$ cat src/rtl/ebsd_pkg.sv
// Shared types and constants for the straight-drive wheel balancer.
// No dependencies; imported by every module of the block.
package ebsd_pkg;

    // Field widths
    localparam int SPEED_W  = 10;
    localparam int GAIN_W   = 8;
    localparam int TARGET_W = 16;
    localparam int TICK_W   = 17;
    localparam int ENC_W    = 4;
    localparam int CFG_IDX_W  = 1;
    localparam int CFG_DATA_W = 10;

    localparam logic [SPEED_W-1:0] SPEED_MAX  = 10'd1023;
    localparam logic [GAIN_W-1:0]  GAIN_RESET = 8'd10;

    // Default depth of the queue between front and back
    localparam int QUEUE_DEPTH_DEF = 2;

    // Request kinds
    localparam logic REQ_START  = 1'b0;
    localparam logic REQ_SAMPLE = 1'b1;

    // Register indexes
    localparam logic [CFG_IDX_W-1:0] REG_MIN_SPEED = 1'b0;
    localparam logic [CFG_IDX_W-1:0] REG_GAIN      = 1'b1;

    // Which wheel trails the other
    typedef enum logic [1:0] {
        LAG_NONE  = 2'b00,
        LAG_LEFT  = 2'b01,
        LAG_RIGHT = 2'b10
    } t_lag;

    // One job handed from the front to the back
    typedef struct packed {
        logic              done;
        t_lag              lag;
        logic [TICK_W-1:0] deficit;
    } t_job;

    // Front status seen by the top level
    typedef struct packed {
        logic running;
        logic push;
    } t_front_stat;

endpackage

$ cat src/rtl/encoder_balanced_straight_drive.sv
// Top level of the straight-drive wheel balancer: config registers,
// front end, job queue and divide back end. Depends on ebsd_pkg and submodules.
//
//   channel   direction  handshake          payload
//   request   in         i_valid / o_ready  i_req_type, i_target_tics, i_encoder_bits
//   result    out        o_valid / i_ready  o_left_speed, o_right_speed, o_done_res
//   config    in         i_cfg_wr_en        i_cfg_index, i_cfg_data
//
// The front takes one request per cycle while the queue has room.
// A sample with a trailing wheel passes the back end through pop, a 17-step divide
// of the 17-bit deficit, add/saturate and output load; other samples skip the
// divide and the add. Start requests and ignored samples produce no result.
// Reset is synchronous, active low; a stalled result holds in the output
// register while the back end continues with the next queued job and waits in S_OUT.
module encoder_balanced_straight_drive #(
    parameter int QUEUE_DEPTH = ebsd_pkg::QUEUE_DEPTH_DEF
) (
    input  logic                            i_clk,
    input  logic                            i_rst_n,
    input  logic                            i_valid,
    output logic                            o_ready,
    input  logic                            i_req_type,
    input  logic [ebsd_pkg::TARGET_W-1:0]   i_target_tics,
    input  logic [ebsd_pkg::ENC_W-1:0]      i_encoder_bits,
    output logic                            o_valid,
    input  logic                            i_ready,
    output logic [ebsd_pkg::SPEED_W-1:0]    o_left_speed,
    output logic [ebsd_pkg::SPEED_W-1:0]    o_right_speed,
    output logic                            o_done_res,
    input  logic                            i_cfg_wr_en,
    input  logic [ebsd_pkg::CFG_IDX_W-1:0]  i_cfg_index,
    input  logic [ebsd_pkg::CFG_DATA_W-1:0] i_cfg_data
);
    import ebsd_pkg::*;

    logic [SPEED_W-1:0] r_min_speed;
    logic [GAIN_W-1:0]  r_gain;
    t_job               front_job, queue_job;
    t_front_stat        front_stat;
    logic               q_full, q_valid, q_pop;

    // Configuration registers
    always_ff @(posedge i_clk) begin
        if (!i_rst_n) begin
            r_min_speed <= '0;
            r_gain      <= GAIN_RESET;
        end else if (i_cfg_wr_en) begin
            unique case (i_cfg_index)
                REG_MIN_SPEED: r_min_speed <= i_cfg_data[SPEED_W-1:0];
                REG_GAIN:      r_gain      <= i_cfg_data[GAIN_W-1:0];
                default: ;
            endcase
        end
    end

    ebsd_front u_front (
        .i_clk          (i_clk),
        .i_rst_n        (i_rst_n),
        .i_valid        (i_valid),
        .o_ready        (o_ready),
        .i_req_type     (i_req_type),
        .i_target_tics  (i_target_tics),
        .i_encoder_bits (i_encoder_bits),
        .i_q_full       (q_full),
        .o_job          (front_job),
        .o_stat         (front_stat)
    );

    ebsd_queue #(
        .DEPTH (QUEUE_DEPTH)
    ) u_queue (
        .i_clk   (i_clk),
        .i_rst_n (i_rst_n),
        .i_push  (front_stat.push),
        .i_job   (front_job),
        .i_pop   (q_pop),
        .o_valid (q_valid),
        .o_full  (q_full),
        .o_job   (queue_job)
    );

    ebsd_back u_back (
        .i_clk          (i_clk),
        .i_rst_n        (i_rst_n),
        .i_job_valid    (q_valid),
        .i_job          (queue_job),
        .o_pop          (q_pop),
        .i_min_speed    (r_min_speed),
        .i_gain_divisor (r_gain),
        .o_valid        (o_valid),
        .i_ready        (i_ready),
        .o_left_speed   (o_left_speed),
        .o_right_speed  (o_right_speed),
        .o_done_res     (o_done_res)
    );

`ifndef SYNTHESIS
    // No push into a full queue
    a_no_overflow: assert property (@(posedge i_clk) disable iff (!i_rst_n)
        !(front_stat.push && q_full))
        else $error("job pushed into full queue");

    // The back end only pops a queued job
    a_pop_valid: assert property (@(posedge i_clk) disable iff (!i_rst_n)
        q_pop |-> q_valid)
        else $error("pop from empty queue");

    // A finishing result carries zero speeds
    a_done_zero: assert property (@(posedge i_clk) disable iff (!i_rst_n)
        (o_valid && o_done_res) |-> (o_left_speed == '0 && o_right_speed == '0))
        else $error("done result with nonzero speed");

    // An accepted start request begins a run
    a_start_runs: assert property (@(posedge i_clk) disable iff (!i_rst_n)
        (i_valid && o_ready && i_req_type == REQ_START) |=> front_stat.running)
        else $error("start request did not begin a run");
`endif

endmodule

$ cat src/rtl/ebsd_front.sv
// Front end: accepts requests, tracks encoder ticks and classifies each sample.
// Depends on ebsd_pkg; pushes jobs into ebsd_queue.
module ebsd_front (
    input  logic                          i_clk,
    input  logic                          i_rst_n,
    input  logic                          i_valid,
    output logic                          o_ready,
    input  logic                          i_req_type,
    input  logic [ebsd_pkg::TARGET_W-1:0] i_target_tics,
    input  logic [ebsd_pkg::ENC_W-1:0]    i_encoder_bits,
    input  logic                          i_q_full,
    output ebsd_pkg::t_job                o_job,
    output ebsd_pkg::t_front_stat         o_stat
);
    import ebsd_pkg::*;

    logic [ENC_W-1:0]    r_prev,    n_prev;
    logic [TICK_W-1:0]   r_left,    n_left;
    logic [TICK_W-1:0]   r_right,   n_right;
    logic [TARGET_W-1:0] r_target,  n_target;
    logic                r_running, n_running;

    logic                accept;
    logic                push;
    logic [ENC_W-1:0]    changed;
    logic [TICK_W-1:0]   left_nx, right_nx, target_ext;
    logic                finish;

    assign o_ready = !i_q_full;
    assign accept  = i_valid && o_ready;

    // Tick update and classification of one sample
    always_comb begin
        changed    = i_encoder_bits ^ r_prev;
        left_nx    = r_left  + TICK_W'(|changed[1:0]);
        right_nx   = r_right + TICK_W'(|changed[3:2]);
        target_ext = {1'b0, r_target};
        finish     = (left_nx > target_ext) || (right_nx > target_ext);

        o_job.done    = finish;
        o_job.lag     = LAG_NONE;
        o_job.deficit = '0;
        if (!finish && left_nx < right_nx) begin
            o_job.lag     = LAG_LEFT;
            o_job.deficit = right_nx - left_nx;
        end else if (!finish && right_nx < left_nx) begin
            o_job.lag     = LAG_RIGHT;
            o_job.deficit = left_nx - right_nx;
        end

        push = accept && (i_req_type == REQ_SAMPLE) && r_running;
    end

    // Next state
    always_comb begin
        n_prev    = r_prev;
        n_left    = r_left;
        n_right   = r_right;
        n_target  = r_target;
        n_running = r_running;
        if (accept && i_req_type == REQ_START) begin
            n_prev    = i_encoder_bits;
            n_left    = '0;
            n_right   = '0;
            n_target  = i_target_tics;
            n_running = 1'b1;
        end else if (push) begin
            n_prev  = i_encoder_bits;
            n_left  = left_nx;
            n_right = right_nx;
            if (finish) begin
                n_running = 1'b0;
            end
        end
    end

    always_ff @(posedge i_clk) begin
        if (!i_rst_n) begin
            r_prev    <= '0;
            r_left    <= '0;
            r_right   <= '0;
            r_target  <= '0;
            r_running <= 1'b0;
        end else begin
            r_prev    <= n_prev;
            r_left    <= n_left;
            r_right   <= n_right;
            r_target  <= n_target;
            r_running <= n_running;
        end
    end

    assign o_stat.running = r_running;
    assign o_stat.push    = push;

endmodule

$ cat src/rtl/ebsd_queue.sv
// Small job queue between the front and the back.
// Depends on ebsd_pkg for the job type.
module ebsd_queue #(
    parameter int DEPTH = ebsd_pkg::QUEUE_DEPTH_DEF
) (
    input  logic           i_clk,
    input  logic           i_rst_n,
    input  logic           i_push,
    input  ebsd_pkg::t_job i_job,
    input  logic           i_pop,
    output logic           o_valid,
    output logic           o_full,
    output ebsd_pkg::t_job o_job
);
    import ebsd_pkg::*;

    localparam int PTR_W = (DEPTH > 1) ? $clog2(DEPTH) : 1;
    localparam int CNT_W = $clog2(DEPTH + 1);
    localparam logic [PTR_W-1:0] PTR_LAST = PTR_W'(DEPTH - 1);
    localparam logic [CNT_W-1:0] CNT_FULL = CNT_W'(DEPTH);

    t_job             r_mem [DEPTH];
    logic [PTR_W-1:0] r_wr_ptr, n_wr_ptr;
    logic [PTR_W-1:0] r_rd_ptr, n_rd_ptr;
    logic [CNT_W-1:0] r_count,  n_count;

    assign o_valid = (r_count != '0);
    assign o_full  = (r_count == CNT_FULL);
    assign o_job   = r_mem[r_rd_ptr];

    // Pointer and fill count update
    always_comb begin
        n_wr_ptr = r_wr_ptr;
        n_rd_ptr = r_rd_ptr;
        n_count  = r_count;
        if (i_push) begin
            n_wr_ptr = (r_wr_ptr == PTR_LAST) ? '0 : r_wr_ptr + 1'b1;
        end
        if (i_pop) begin
            n_rd_ptr = (r_rd_ptr == PTR_LAST) ? '0 : r_rd_ptr + 1'b1;
        end
        if (i_push && !i_pop) begin
            n_count = r_count + 1'b1;
        end else if (i_pop && !i_push) begin
            n_count = r_count - 1'b1;
        end
    end

    always_ff @(posedge i_clk) begin
        if (!i_rst_n) begin
            r_wr_ptr <= '0;
            r_rd_ptr <= '0;
            r_count  <= '0;
        end else begin
            r_wr_ptr <= n_wr_ptr;
            r_rd_ptr <= n_rd_ptr;
            r_count  <= n_count;
        end
    end

    // Storage
    always_ff @(posedge i_clk) begin
        if (i_push) begin
            r_mem[r_wr_ptr] <= i_job;
        end
    end

endmodule

$ cat src/rtl/ebsd_back.sv
// Back end: divides the tick deficit by the gain, forms the speeds and
// holds the result in an output register. Depends on ebsd_pkg.
module ebsd_back (
    input  logic                         i_clk,
    input  logic                         i_rst_n,
    input  logic                         i_job_valid,
    input  ebsd_pkg::t_job               i_job,
    output logic                         o_pop,
    input  logic [ebsd_pkg::SPEED_W-1:0] i_min_speed,
    input  logic [ebsd_pkg::GAIN_W-1:0]  i_gain_divisor,
    output logic                         o_valid,
    input  logic                         i_ready,
    output logic [ebsd_pkg::SPEED_W-1:0] o_left_speed,
    output logic [ebsd_pkg::SPEED_W-1:0] o_right_speed,
    output logic                         o_done_res
);
    import ebsd_pkg::*;

    localparam int CNT_W = $clog2(TICK_W);
    localparam int SUM_W = TICK_W + 1;

    typedef enum logic [3:0] {
        S_IDLE = 4'b0001,
        S_DIV  = 4'b0010,
        S_SUM  = 4'b0100,
        S_OUT  = 4'b1000
    } t_bstate;

    t_bstate             r_state, n_state;
    logic [CNT_W-1:0]    r_cnt,   n_cnt;
    logic [TICK_W-1:0]   r_quo,   n_quo;
    logic [GAIN_W-1:0]   r_rem,   n_rem;
    logic [GAIN_W-1:0]   r_div,   n_div;
    t_lag                r_lag,   n_lag;
    logic [SPEED_W-1:0]  r_res_left,  n_res_left;
    logic [SPEED_W-1:0]  r_res_right, n_res_right;
    logic                r_res_done,  n_res_done;
    logic                r_out_valid, n_out_valid;
    logic [SPEED_W-1:0]  r_out_left, r_out_right;
    logic                r_out_done;
    logic                load_out;

    logic [GAIN_W:0]     trial, diff;
    logic                ge;
    logic [SUM_W-1:0]    sum;
    logic [SPEED_W-1:0]  corr_speed;

    // One restoring divide step
    always_comb begin
        trial = {r_rem, r_quo[TICK_W-1]};
        diff  = trial - {1'b0, r_div};
        ge    = (trial >= {1'b0, r_div});
    end

    // Saturating add of the quotient to the base speed
    always_comb begin
        sum = {1'b0, r_quo} + SUM_W'(i_min_speed);
        corr_speed = (sum > SUM_W'(SPEED_MAX)) ? SPEED_MAX : sum[SPEED_W-1:0];
    end

    assign o_pop    = (r_state == S_IDLE) && i_job_valid;
    assign load_out = (r_state == S_OUT) && (!r_out_valid || i_ready);

    // Sequencer
    always_comb begin
        n_state     = r_state;
        n_cnt       = r_cnt;
        n_quo       = r_quo;
        n_rem       = r_rem;
        n_div       = r_div;
        n_lag       = r_lag;
        n_res_left  = r_res_left;
        n_res_right = r_res_right;
        n_res_done  = r_res_done;
        unique case (r_state)
            S_IDLE: begin
                if (i_job_valid) begin
                    n_lag       = i_job.lag;
                    n_res_left  = i_min_speed;
                    n_res_right = i_min_speed;
                    n_res_done  = 1'b0;
                    if (i_job.done) begin
                        n_res_left  = '0;
                        n_res_right = '0;
                        n_res_done  = 1'b1;
                        n_state     = S_OUT;
                    end else if (i_job.lag == LAG_NONE) begin
                        n_state = S_OUT;
                    end else begin
                        n_quo   = i_job.deficit;
                        n_rem   = '0;
                        // a zero divisor acts as one
                        n_div   = (i_gain_divisor == '0) ? GAIN_W'(1) : i_gain_divisor;
                        n_cnt   = CNT_W'(TICK_W - 1);
                        n_state = S_DIV;
                    end
                end
            end
            S_DIV: begin
                n_rem = ge ? diff[GAIN_W-1:0] : trial[GAIN_W-1:0];
                n_quo = {r_quo[TICK_W-2:0], ge};
                n_cnt = r_cnt - 1'b1;
                if (r_cnt == '0) begin
                    n_state = S_SUM;
                end
            end
            S_SUM: begin
                if (r_lag == LAG_LEFT) begin
                    n_res_left = corr_speed;
                end else begin
                    n_res_right = corr_speed;
                end
                n_state = S_OUT;
            end
            S_OUT: begin
                if (load_out) begin
                    n_state = S_IDLE;
                end
            end
            default: n_state = S_IDLE;
        endcase
    end

    // Output register valid
    always_comb begin
        n_out_valid = r_out_valid;
        if (load_out) begin
            n_out_valid = 1'b1;
        end else if (i_ready) begin
            n_out_valid = 1'b0;
        end
    end

    always_ff @(posedge i_clk) begin
        if (!i_rst_n) begin
            r_state     <= S_IDLE;
            r_out_valid <= 1'b0;
        end else begin
            r_state     <= n_state;
            r_out_valid <= n_out_valid;
        end
    end

    // Datapath registers
    always_ff @(posedge i_clk) begin
        r_cnt       <= n_cnt;
        r_quo       <= n_quo;
        r_rem       <= n_rem;
        r_div       <= n_div;
        r_lag       <= n_lag;
        r_res_left  <= n_res_left;
        r_res_right <= n_res_right;
        r_res_done  <= n_res_done;
        if (load_out) begin
            r_out_left  <= r_res_left;
            r_out_right <= r_res_right;
            r_out_done  <= r_res_done;
        end
    end

    assign o_valid       = r_out_valid;
    assign o_left_speed  = r_out_left;
    assign o_right_speed = r_out_right;
    assign o_done_res    = r_out_done;

endmodule
$ cat config.mk
export PLATFORM = sky130hd
export DESIGN_NAME = encoder_balanced_straight_drive
export DESIGN_NICKNAME = d
export VERILOG_FILES = /design/src/rtl/ebsd_pkg.sv /design/src/rtl/encoder_balanced_straight_drive.sv /design/src/rtl/ebsd_front.sv /design/src/rtl/ebsd_queue.sv /design/src/rtl/ebsd_back.sv
export SDC_FILE = /design/constraint.sdc
export NUM_CORES = 1
export LEC_CHECK = 0
export BUFFER_PORTS_ARGS = -buffer_cell sky130_fd_sc_hd__buf_2
export CAP_MARGIN = 10
export CORE_MARGIN = 2
export CORE_UTILIZATION = 56
export DETAILED_ROUTE_END_ITERATION = 7
export GPL_ROUTABILITY_DRIVEN = 1
export HOLD_SLACK_MARGIN = 0.06
export PLACE_DENSITY = 0.77
export RECOVER_POWER = 50
export SLEW_MARGIN = 15
export SYNTH_ARGS = -nofsm -noshare
export SYNTH_HDL_FRONTEND = slang
export SYNTH_SLANG_ARGS = --single-unit
$ cat constraint.sdc
create_clock -name i_clk -period 5.35 [get_ports i_clk]
set_input_delay 1.07 -clock i_clk [delete_from_list [all_inputs] [get_ports i_clk]]
set_output_delay 1.07 -clock i_clk [all_outputs]
set_load 0.03 [all_outputs]
==> results by group <==
Route
  – Antenna Nets Post-Route: 0
  – Final wirelength: 26000 um
  – Post-route DRC: 0
  – Drt wl/cell: 16.1 um
  – Vias: 9152
  – Initial DRC count: 601
  – First drt pass iteration count: 5
  – Via density: 5.66

Synthesis
  – Synth Instances: 1236
  – Number of synthesized register bits: ~200
  – Prevailing post-synth register cell: edfxtp_1
  – Total nets after synthesis: 1368
  – Cell with the most instances after synthesis: nand2_1
  – EDFF count, synth: roughly 120
  – Post-synthesis sequential area ratio: 44.8%
  – Total number of yosys warnings: 0
  – Synthesized area: 11900 sq um
  – Netlist cell types: 74
  – Cell accounting for the most synthesized area: edfxtp_1
  – Synth Area per Inst: 9.62 sq um
  – Top cells by area, synth: edfxtp_1, dfxtp_1, ha_1
  – Area fraction of the dominant cell type after synthesis: 30.8%
  – Synth async-reset ratio: 0%
  – Post-synth top cells: nand2_1, edfxtp_1, inv_1

Worst setup path
  – Reg-to-Reg Start: u_front.r_prev[3]
  – CP max FO: 10
  – Reg2reg end: u_queue.r_mem[1][4]
  – Critical Path RT: 5.69 ns
  – FF-to-FF path depth: 19
  – Worst R2R Setup Slack: 0.75 ns
  – Crit path DAT: 5.28 ns
  – WS Path Type: input port to flop
  – CP Capture Type: flop
  – Startpoint type of the worst setup path: input port

Timing
  – Setup Skew: 0.0245 ns
  – Crit path time final: 4.94 ns
  – Max Transition Viols Final: 51
  – Post-route clock period utilization: 92.4%
  – Max Clk Rate: 202 MHz
  – RSZ-0062 raised after global routing: no
  – Max_slew headroom: -21.1%
  – Final setup margin: a little over 0.4 ns
  – Final setup fails: 0
  – Measured slew at the worst slew-check pin: 1.82 ns
  – Hold Fails Final Rpt: 0

Global route
  – Initial antenna violation count: 0
  – Largest net degree at the start of global routing: 51
  – GRT overflow: 0
  – Total track usage: 23.8%
  – Vias in the first global route: 9036
  – First-pass GRT wire length: 43600 um

Cells and area
  – Post-Route Utilization: 64.2%
  – Ratio of cells with drive above 1 in the final layout: a little under an eighth
  – Diode count: 0
  – Area Overhead vs Synth: 13.1%
  – Final #Nets: 1457

Worst hold path
  – Min-Delay Endpoint: u_back.o_right_speed[2]
  – Hold Startpoint: u_back.r_res_right[2]
  – Hold Crit Depth: 0
  – Worst min path class: flop to flop

Clock tree
  – Num CTS Buffers: 22
  – Clock Pin Slew Worst Setup and Hold Paths: around 0.060 ns
  – Clock sinks: approximately 210
  – Root Buffer: clkbuf_16
  – CTS tree: yes
  – Htree depth: 1
  – Clock Path Buffers: 3
  – Hold Buf Count CTS: 0
  – Worst-Skew Late Latency: 0.53 ns
  – CTS resizes: 0
  – Setup Fix Bufs, Post-CTS: 0

Floorplan
  – Die Span Y: 150 um
  – IO Count: 60
  – # rows: 53
  – Initial core utilization: between 50% and 60%
  – Core Area: 21000 sq um
  – Die ar.: about 22000 sq um
  – Die X: roughly 150 um

Place
  – Setup WS pre-CTS: -0.180 ns
  – HPWL after DPL: around 20000 um
  – I/O Buffers: 59
  – GP Congestion: 0.883

Pwr
  – Max IR drop VDD: 0.290 mV
  – Pwr dens: 361 nW/um^2
  – Leak pwr: 5.48 nW

Outcome
  – Status: finished with violations
  – Failing checks: max-capacitance violations, max-slew violations

Run
  – Maxcap violations: 1
-- area by class of cell --
| class | count | area (sq um) |
|---|---|---|
| Sequential cell | 205 | 5330 |
| Inverter | 97 | 367 |
| Tap cell | 275 | 344 |
| Clock buffer | 29 | 589 |
| Multi-Input combinational cell | 882 | 6010 |
| Clock inverter | 11 | 143 |
| Fill cell | 1754 | 7500 |
| Timing Repair Buffer | 117 | 679 |
-- worst max path at each step --
stage,from,slack [ns],to
2_1_floorplan,i_encoder_bits[2],0.30,u_queue.r_mem[0][11]
3_3_place_gp,i_encoder_bits[3],-0.04,u_queue.r_mem[1][4]
3_5_place_dp,i_encoder_bits[2],-0.18,u_queue.r_mem[1][4]
4_1_cts,i_encoder_bits[3],0.33,u_queue.r_mem[1][4]
5_1_grt,i_encoder_bits[3],0.02,u_queue.r_mem[1][5]
6_report,i_encoder_bits[2],0.41,u_queue.r_mem[1][4]
-- placed cells by master (no fill, tap or decap), types with 13 or more instances in the layout --
cell / instances
nand4_1: 22
o21ai_0: 58
ha_1: 91
inv_1: 95
a21o_1: 13
clkbuf_16: 22
nor2b_1: 16
a21oi_1: 82
clkbuf_1: 33
nand2_1: 146
a221oi_1: 15
a21boi_0: 41
buf_2: 36
mux2i_1: 23
buf_4: 52
and3_1: 19
xnor2_1: 37
xor2_1: 40
edfxtp_1: 122
nor2_1: 86
dfxtp_1: 83
nand3_1: 24
-- report_power, final --
part	leakage, nW	total, W	internal, W	switching (W)
sequential	1.81	0.00213	0.00201	0.000126
clock	0.362	0.00154	0.000924	0.000611
combinational	3.31	0.00119	0.000464	0.000726
total	5.48	0.00486	0.00340	0.00146
-- cell families (layout without fill, tap and decap cells) --
group,count (synthesis),count (layout),share of synthesized area (%)
and+or+nand+nor,393,393,16.0
xor gates and xnor gates,77,77,5.67
adders and majority gates,95,95,10.2
buffers and inverters,149,254,4.89
DFF,205,205,44.8
muxes,25,25,2.12
AOI/OAI and AO/OA,292,292,16.4
-- sequential cells by signal, indices dropped and copies added, names as in the netlist, 10 cells and up, named ones only --
| signal | count |
|---|---|
| u_queue.r_mem | 40 |
| u_back.r_res_left | 10 |
| u_back.r_res_right | 10 |
| u_front.r_left | 17 |
| u_back.o_left_speed | 10 |
| r_min_speed | 10 |
| u_back.o_right_speed | 10 |
| u_back.r_quo | 17 |
| u_front.r_target | 16 |
| u_front.r_right | 17 |
-- worst max-delay path, cell delays in order --
cell and delay [ns]:
buf_2 0.11, xnor2_1 0.11, nand2_1 0.13, buf_4 0.12, ha_1 0.13, ha_1 0.21, nand3_2 0.13, or4b_4 0.56
xor2_1 0.21, inv_1 0.09, ha_1 0.30, a211oi_1 0.23, nor2_1 0.07, a2111oi_0 0.43, o22ai_1 0.21, a211oi_4 0.33
o2111ai_4 0.21, buf_4 0.22, o221ai_1 0.17, a21boi_1 0.22
-- routing by layer --
layer  vias up  wire length [um]  part of all wire (%)  global-route usage (%)
met4         0               886                   3.4                    8.21
li1       4577                 -                     -                       -
met5         -                 0                     0                       0
met2       234             13000                    50                    43.7
met3        53              1070                   4.1                    2.93
met1      4288             11100                    43                    28.8
-- metrics by stage --
step                instances  total power, W  TNS [ns]  area (sq um)  hold slack [ns]
detailed placement       1576         0.00334     -3.99         12800            0.405
global route             1616         0.00510         0         13500            0.424
finish                   1616         0.00486         0         13500            0.417
global placement         1576         0.00329    -0.519         12800            0.405
CTS                      1616         0.00489         0         13500            0.419
floorplan                1236         0.00299         0         11900            0.400
No activity file was read; power rests on OpenSTA's default activity.
